### src/design/shp_pkg.sv
// ----------------------------------------------------------------------------
// shp_pkg : shared types and constants of the 3x3 sharpen / band threshold core
// Frame geometry, register index codes, register reset values and the
// pixel column type that travels along the window cell chain.
// ----------------------------------------------------------------------------
package shp_pkg;

   localparam int FRAME_WIDTH  = 320;
   localparam int FRAME_HEIGHT = 240;

   localparam int PIX_W     = 8;
   localparam int COL_W     = $clog2(FRAME_WIDTH);
   localparam int ROW_W     = $clog2(FRAME_HEIGHT);
   localparam int OUT_ROW_W = 8;
   localparam int OUT_COL_W = 9;

   localparam int CSR_IDX_W  = 3;
   localparam int CSR_DATA_W = 8;

   localparam logic [CSR_IDX_W-1:0] CSR_SHARPEN_GAIN = 3'd0;
   localparam logic [CSR_IDX_W-1:0] CSR_BAND_LOW     = 3'd1;
   localparam logic [CSR_IDX_W-1:0] CSR_BAND_HIGH    = 3'd2;
   localparam logic [CSR_IDX_W-1:0] CSR_BAND_ENABLE  = 3'd3;

   localparam logic [PIX_W-1:0] GAIN_RESET      = 8'd1;
   localparam logic [PIX_W-1:0] BAND_LOW_RESET  = 8'd100;
   localparam logic [PIX_W-1:0] BAND_HIGH_RESET = 8'd140;
   localparam logic             BAND_EN_RESET   = 1'b1;

   // one column of the 3x3 window: top is two rows up, bot is the current row
   typedef struct packed {
      logic [PIX_W-1:0] top;
      logic [PIX_W-1:0] mid;
      logic [PIX_W-1:0] bot;
   } shp_column_type;

endpackage

### src/design/shp_cell.sv
// ----------------------------------------------------------------------------
// shp_cell : one column cell of the 3x3 window chain
// Holds three pixels of one column, takes its neighbor's column on shift and
// offers its own column plus the modulo-256 column sum.
// ----------------------------------------------------------------------------
module shp_cell
   import shp_pkg::*;
(
   input  logic              clock,
   input  logic              shift_en,
   input  shp_column_type    col_in,
   output shp_column_type    col_out,
   output logic [PIX_W-1:0]  col_sum
);

   shp_column_type col_ff;
   shp_column_type col_in_sel;

   assign col_in_sel = shift_en ? col_in : col_ff;

   always_ff @(posedge clock) begin
      col_ff <= col_in_sel;
   end

   assign col_out = col_ff;
   assign col_sum = col_ff.top + col_ff.mid + col_ff.bot;

endmodule

### config.mk
export PLATFORM = sky130hd
export DESIGN_NAME = shp_cell
export DESIGN_NICKNAME = d
export VERILOG_FILES = /design/src/design/shp_pkg.sv /design/src/design/shp_cell.sv
export SDC_FILE = /design/constraint.sdc
export NUM_CORES = 1
export LEC_CHECK = 0
export BUFFER_PORTS_ARGS = -buffer_cell sky130_fd_sc_hd__buf_2
export CAP_MARGIN = 20
export CORE_MARGIN = 3
export CORE_UTILIZATION = 40
export DETAILED_ROUTE_END_ITERATION = 12
export PLACE_DENSITY_LB_ADDON = 0.3
export SLEW_MARGIN = 20
export SYNTH_ARGS = -nofsm -noshare
export SYNTH_HDL_FRONTEND = slang
export SYNTH_SLANG_ARGS = --single-unit
### constraint.sdc
create_clock -name clock -period 2.2 [get_ports clock]
set_input_delay 0.22 -clock clock [delete_from_list [all_inputs] [get_ports clock]]
set_output_delay 0.22 -clock clock [all_outputs]
set_load 0.02 [all_outputs]
==> results of run 1 <==
cells in the final DEF, fill, tap and decap left out, types with 3 or more instances in the layout:
cell type,n
buf_2,51
buf_4,21
buf_6,4
clkbuf_4,3
edfxtp_1,24
fa_1,7
ha_1,3
inv_1,8
xnor2_1,3
xnor2_2,3
per-stage QoR:
step | hold WS, ns | setup TNS (ns)
2_1_floorplan | 0.319 | -0.487
3_5_place_dp | 0.398 | -0.417
5_1_grt | 0.0546 | -2.94
3_3_place_gp | 0.396 | -0.297
4_1_cts | 0.0644 | -2.42
6_report | 0.0780 | -2.24
Yosys cell counts:
cell / n
nand2_1: 2
inv_1: 10
o21ai_0: 1
or2_2: 1
a21oi_1: 3
o21a_1: 1
edfxtp_1: 24
o31a_1: 1
ha_1: 6
o22ai_2: 1
xor2_1: 1
nor2b_1: 1
o211ai_1: 1
nor2b_4: 1
xnor2_1: 6
nor2_1: 2
fa_1: 8
how the worst max path moves through the flow:
stage | endpoint | slack, ns | cells past startpoint
2_1_floorplan | col_sum[7] | -0.25 | 8
3_3_place_gp | col_sum[7] | -0.20 | 9
6_report | col_sum[7] | -0.60 | 8
3_5_place_dp | col_sum[7] | -0.24 | 9
4_1_cts | col_sum[7] | -0.60 | 9
5_1_grt | col_sum[7] | -0.73 | 9
worst max-delay path: stages (launching register included):
cell,delay (ns)
edfxtp_1,0.44
fa_1,0.63
inv_1,0.09
fa_2,0.42
nor2b_4,0.12
o31a_1,0.18
o22ai_2,0.10
xnor2_2,0.13
buf_4,0.16
cell families (layout without fill, tap and decap cells):
logic type / after synthesis / after routing
AOI/OAI and AO/OA: 8 / 8
xor gates and xnor gates: 7 / 7
adders and majority gates: 14 / 14
buffers and inverters: 10 / 90
DFF: 24 / 24
and+or+nand+nor: 7 / 7
cell type report:
type | instances | area [µm²]
clock buffers | 3 | 22.5
clock inverters | 1 | 3.75
fillers | 187 | 867
inverters | 10 | 37.5
multi-input cells | 36 | 465
flip-flops and latches | 24 | 721
well taps | 30 | 37.5
repair buffers | 76 | 458
power by group through the flow:
stage          sequential, W  clock, W  combinational (W)
2_1_floorplan       0.000625         0           0.000381
3_3_place_gp        0.000577         0           0.000650
3_5_place_dp        0.000580         0           0.000656
4_1_cts             0.000570  0.000198           0.000741
5_1_grt             0.000576  0.000212           0.000879
6_report            0.000569  0.000190           0.000817
timing repair:
action / 4_1_cts / 5_1_grt
pin swaps: 3 / 10
endpoints found under the setup margin: 6 / 6
buffers inserted: 2 / 7
hold endpoints to repair: 0 / 0
hold buffers: 0 / 0
gates resized for setup: 13 / 7
layer usage:
metal | vias up | global-route usage, % | wire [µm]
li1 | 401 | - | -
met1 | 389 | 16.2 | 882
met2 | 28 | 20.8 | 1210
met3 | 0 | 3.89 | 160
met4 | 0 | 2.85 | 0
met5 | - | 0 | 0
==> results.py, run 1 <==
metrics = {
    "outcome": {
        "outcome": "finished, violations left",
        "violations": "negative setup slack",
    },
    "finish": {
        "fin_area_um2": 1750,
        "fin_cells": 180,
        "area_growth_syn_to_layout_pct": 51.5,
        "largest_reg_flops": 24,
        "drive_gt1_share_pct": 62.7,
        "n_antenna_cell": 0,
        "postLayoutCoreUtil_pct": 66.8,
        "final_nets": 191,
    },
    "sta": {
        "tightestPinTransition_ns": 0.514,
        "slew_violations": 0,
        "min_period_ns": 2.80,
        "hold_violations": 0,
        "slew_headroom_pct": 65.8,
        "grt_setup_unrepaired": "true",
        "finalSetupViolCount": 6,
        "setup_ws_ns": -0.604,
        "period_share_pct": 127,
        "fmax_mhz": 357,
    },
    "detailed_routing": {
        "postRouteAntennaNets": 0,
        "wl_per_cell_um": 12.5,
        "first_pass_iters": 4,
        "wl_um": 2260,
        "drcViolationCount": 0,
        "drt_iter0_markers": 28,
        "avgViaCountPerCell": 4.54,
        "num_vias": 818,
    },
    "logic_synthesis": {
        "synthCells": 70,
        "ys_seq_elements": 24,
        "synth-simple-area-share_pct": 3.58,
        "yosysTopAreaCell": "edfxtp_1",
        "synth.avg_cell_area_um2": 16.5,
        "synth_compound_area_share_pct": 4.89,
        "synth_warnings": 0,
        "yosys.area_share.adder_pct": 20.4,
        "synth_seq_area_share_pct": 62.5,
        "syn-num-nets": 110,
        "muxShareOfSynthArea_pct": 0,
        "netlist_area_um2": 1150,
        "synth_xor_area_share_pct": 5.32,
        "synth_cell_types": 17,
        "synth_top_family_by_area": "adder cells",
        "synth_top_area_share_pct": 62.5,
        "synth_area_leaders": "edfxtp_1 (63%), fa_1 (14%), ha_1 (6.5%), xnor2_1 (4.6%), inv_1 (3.3%)",
    },
    "power": {
        "total_power_w": 0.00158,
        "net-switching-power_w": 0.000547,
        "power_leakage_nw": 0.800,
        "power.density_nw_per_um2": 903,
        "vdd_drop_max_uv": 717,
        "p_clk_share_pct": 12.1,
        "switching_share_pct": 34.7,
        "power_frac_seq_pct": 36.1,
        "p_int_w": 0.00103,
        "combPwrFrac_pct": 51.9,
    },
    "global_route": {
        "track_usage_pct": 12.6,
        "grt_max_degree": 25,
        "grt_pass1_wl_um": 3340,
        "antenna_found_initial": 0,
        "grt.overflow.total": 0,
        "grt_pass1_vias": 796,
    },
    "floorplanning": {
        "die_area_um2": 3560,
        "placementRows": 18,
        "ios": 58,
        "die_width_um": 59.7,
        "core-area_um2": 2610,
        "start_util_pct": 44.1,
        "die_h_um": 59.7,
    },
    "place": {
        "gp_congestion": 0.733,
        "dp_hpwl_um": 1770,
        "place_area_um2": 1590,
        "port_buffers": 57,
        "place_inst": 169,
        "pre_cts_ws_ns": -0.239,
    },
    "worst_setup_path": {
        "endpoint_kind": "primary output",
        "required_ns": 1.98,
        "crit_arrival_ns": 2.58,
        "cp_max_fo": 2,
        "critPathKind": "reg2out",
        "startpoint_type": "flop",
        "cp-startpoint": "col_out[18]",
    },
    "hold_path": {
        "hp-start": "col_in[0]",
        "hold-path-endpoint": "col_out[0]",
        "hold_depth": 1,
        "hold_path.class": "in2reg",
    },
    "clock_network": {
        "clock_path_buffers": 2,
        "clkSinkCount": 24,
        "h-tree-depth": 1,
        "cts_tree": "built",
        "cts_root_buf": "clkbuf_4",
        "clkTransAtPathRegs_ns": 0.12,
        "cts_buffers": 3,
    },
    "run": {
        "cap_violations": 0,
    },
}
Note: power is estimated with default switching activity, not from simulation.
==> run 2, diff against run 1 <==
--- a/config.mk
+++ b/config.mk
@@ -9,7 +9,9 @@
 export CAP_MARGIN = 20
 export CORE_MARGIN = 3
 export CORE_UTILIZATION = 40
+export CTS_BUF_LIST = sky130_fd_sc_hd__clkbuf_2 sky130_fd_sc_hd__clkbuf_4 sky130_fd_sc_hd__clkbuf_8
 export DETAILED_ROUTE_END_ITERATION = 12
+export HOLD_SLACK_MARGIN = 0.12
 export PLACE_DENSITY_LB_ADDON = 0.3
 export SLEW_MARGIN = 20
 export SYNTH_ARGS = -nofsm -noshare
==> constraint.sdc (replaced) <==
create_clock -name clock -period 3.6 [get_ports clock]
set_input_delay 0.36 -clock clock [delete_from_list [all_inputs] [get_ports clock]]
set_output_delay 0.36 -clock clock [all_outputs]
set_load 0.02 [all_outputs]
==> run 2 against run 1 <==
  * The run now ends clean
  * Core utilization is 8.3 points lower
  * Count of clock-buffer cells in the layout stayed put
  * Cell count is 11% lower
  * Combinational power is 57% lower
  * Sequential power is 39% lower
  * Non-clock buffer count is 19 lower
  * Setup slack better by 1.1 ns
  * Sequential cell count stayed put
  * Power is 44% lower
  * Die area stayed put
  * Wire length is 4.0% lower
  * Critical endpoint unchanged
==> results.py, run 2 (synthesis gave the netlist of run 1 again) <==
metrics = {
    "sta": {
        "hold_violations": 0,
        "slew_headroom_pct": 65.5,
        "finalSetupViolCount": 0,
        "slew_violations": 0,
        "period_share_pct": 85.5,
        "setup_ws_ns": 0.520,
        "grt_setup_unrepaired": "false",
        "fmax_mhz": 325,
        "setup_tns_ns": 0,
        "min_period_ns": 3.08,
        "tightestPinTransition_ns": 0.518,
    },
    "power": {
        "vdd_drop_max_uv": 398,
        "p_clk_share_pct": 21.3,
        "power.density_nw_per_um2": 579,
        "total_power_w": 0.000884,
        "switching_share_pct": 33.6,
        "combPwrFrac_pct": 39.3,
        "p_int_w": 0.000587,
        "power_leakage_nw": 0.693,
        "net-switching-power_w": 0.000297,
        "power_frac_seq_pct": 39.3,
    },
    "finish": {
        "largest_reg_flops": 24,
        "final_nets": 172,
        "drive_gt1_share_pct": 48.9,
        "n_antenna_cell": 0,
        "final_cell_mix": "buf_2 (57), edfxtp_1 (24), inv_1 (10)",
        "layout_commonest_cell": "buf_2",
        "postLayoutCoreUtil_pct": 58.5,
        "area_growth_syn_to_layout_pct": 32.6,
        "fillCellCount": 216,
    },
    "worst_setup_path": {
        "critPathKind": "reg2out",
        "endpoint_kind": "primary output",
        "startpoint_type": "flop",
        "cp-startpoint": "col_out[1]",
        "crit_arrival_ns": 2.72,
        "cp_max_fo": 2,
        "required_ns": 3.24,
    },
    "floorplanning": {
        "start_util_pct": 44.1,
        "die_area_um2": 3560,
        "die_h_um": 59.7,
        "ios": 58,
        "die_width_um": 59.7,
        "core-area_um2": 2610,
        "placementRows": 18,
    },
    "hold_path": {
        "hp-start": "col_in[11]",
        "hold_path.class": "in2reg",
    },
    "clock_network": {
        "cts_root_buf": "clkbuf_4",
        "cts_buffers": 3,
        "clkSinkCount": 24,
        "clkTransAtPathRegs_ns": 0.13,
        "cts_tree": "built",
        "cts_hold_buf": 0,
        "clock_path_buffers": 2,
        "cts_setup_buffers": 0,
        "postCtsResizedCells": 0,
        "h-tree-depth": 1,
    },
    "detailed_routing": {
        "first_pass_iters": 4,
        "num_vias": 753,
        "avgViaCountPerCell": 4.68,
        "drcViolationCount": 0,
        "wl_per_cell_um": 13.5,
        "drt_iter0_markers": 13,
        "wl_um": 2170,
        "postRouteAntennaNets": 0,
    },
    "place": {
        "pre_cts_ws_ns": 0.849,
        "dp_hpwl_um": 1830,
        "gp_congestion": 0.730,
        "port_buffers": 57,
    },
    "run": {
        "cap_violations": 0,
    },
    "global_route": {
        "antenna_found_initial": 0,
        "track_usage_pct": 13.0,
        "grt.overflow.total": 0,
        "grt_pass1_vias": 793,
        "grt_max_degree": 25,
        "grt_pass1_wl_um": 3460,
    },
    "outcome": {
        "outcome": "finished clean",
    },
}
-- run 2: metrics by stage --
step	cells	hold WS [ns]	area, µm²
after CTS	161	0.207	1530
after floorplan	70	0.459	1150
after global routing	161	0.196	1530
final	161	0.218	1530
after detailed placement	157	0.538	1480
after global placement	157	0.537	1480
-- run 2: layout make-up --
cell class	count	area (µm²)	area share [%]
Timing Repair Buffer	57	285	18.7
Clock inverter	1	30.0	1.97
Sequential cell	24	721	47.2
Multi-Input combinational cell	36	394	25.8
Tap cell	30	37.5	2.46
Clock buffer	3	22.5	1.47
Inverter	10	37.5	2.46
-- run 2: critical path, cell delays in order (launching register included) --
cell and delay [ns]:
edfxtp_1 0.45, fa_1 0.57, ha_1 0.18, inv_1 0.06
fa_1 0.43, nor2b_4 0.14, o31a_1 0.17, o22ai_2 0.10
xnor2_1 0.14, buf_2 0.18
-- run 2: worst paths after layout --
path	end	cells after the start
setup / recovery	col_sum[7]	9
hold / removal	col_out[11]	1
-- run 2: power groups by stage --
stage | Sequential (W) | Combinational, W | Clock [W]
2_1_floorplan | 0.000382 | 0.000212 | 0
3_3_place_gp | 0.000353 | 0.000347 | 0
3_5_place_dp | 0.000355 | 0.000353 | 0
4_1_cts | 0.000348 | 0.000354 | 0.000195
5_1_grt | 0.000352 | 0.000380 | 0.000203
6_report | 0.000348 | 0.000348 | 0.000189
-- run 2: metal layers --
layer  wire, µm  part of all wire [%]  GRT usage, %
met4         19                  0.88          4.75
met5          0                     0             0
met3        198                   9.1          4.10
met2       1250                    58          23.6
met1        699                    32          14.0
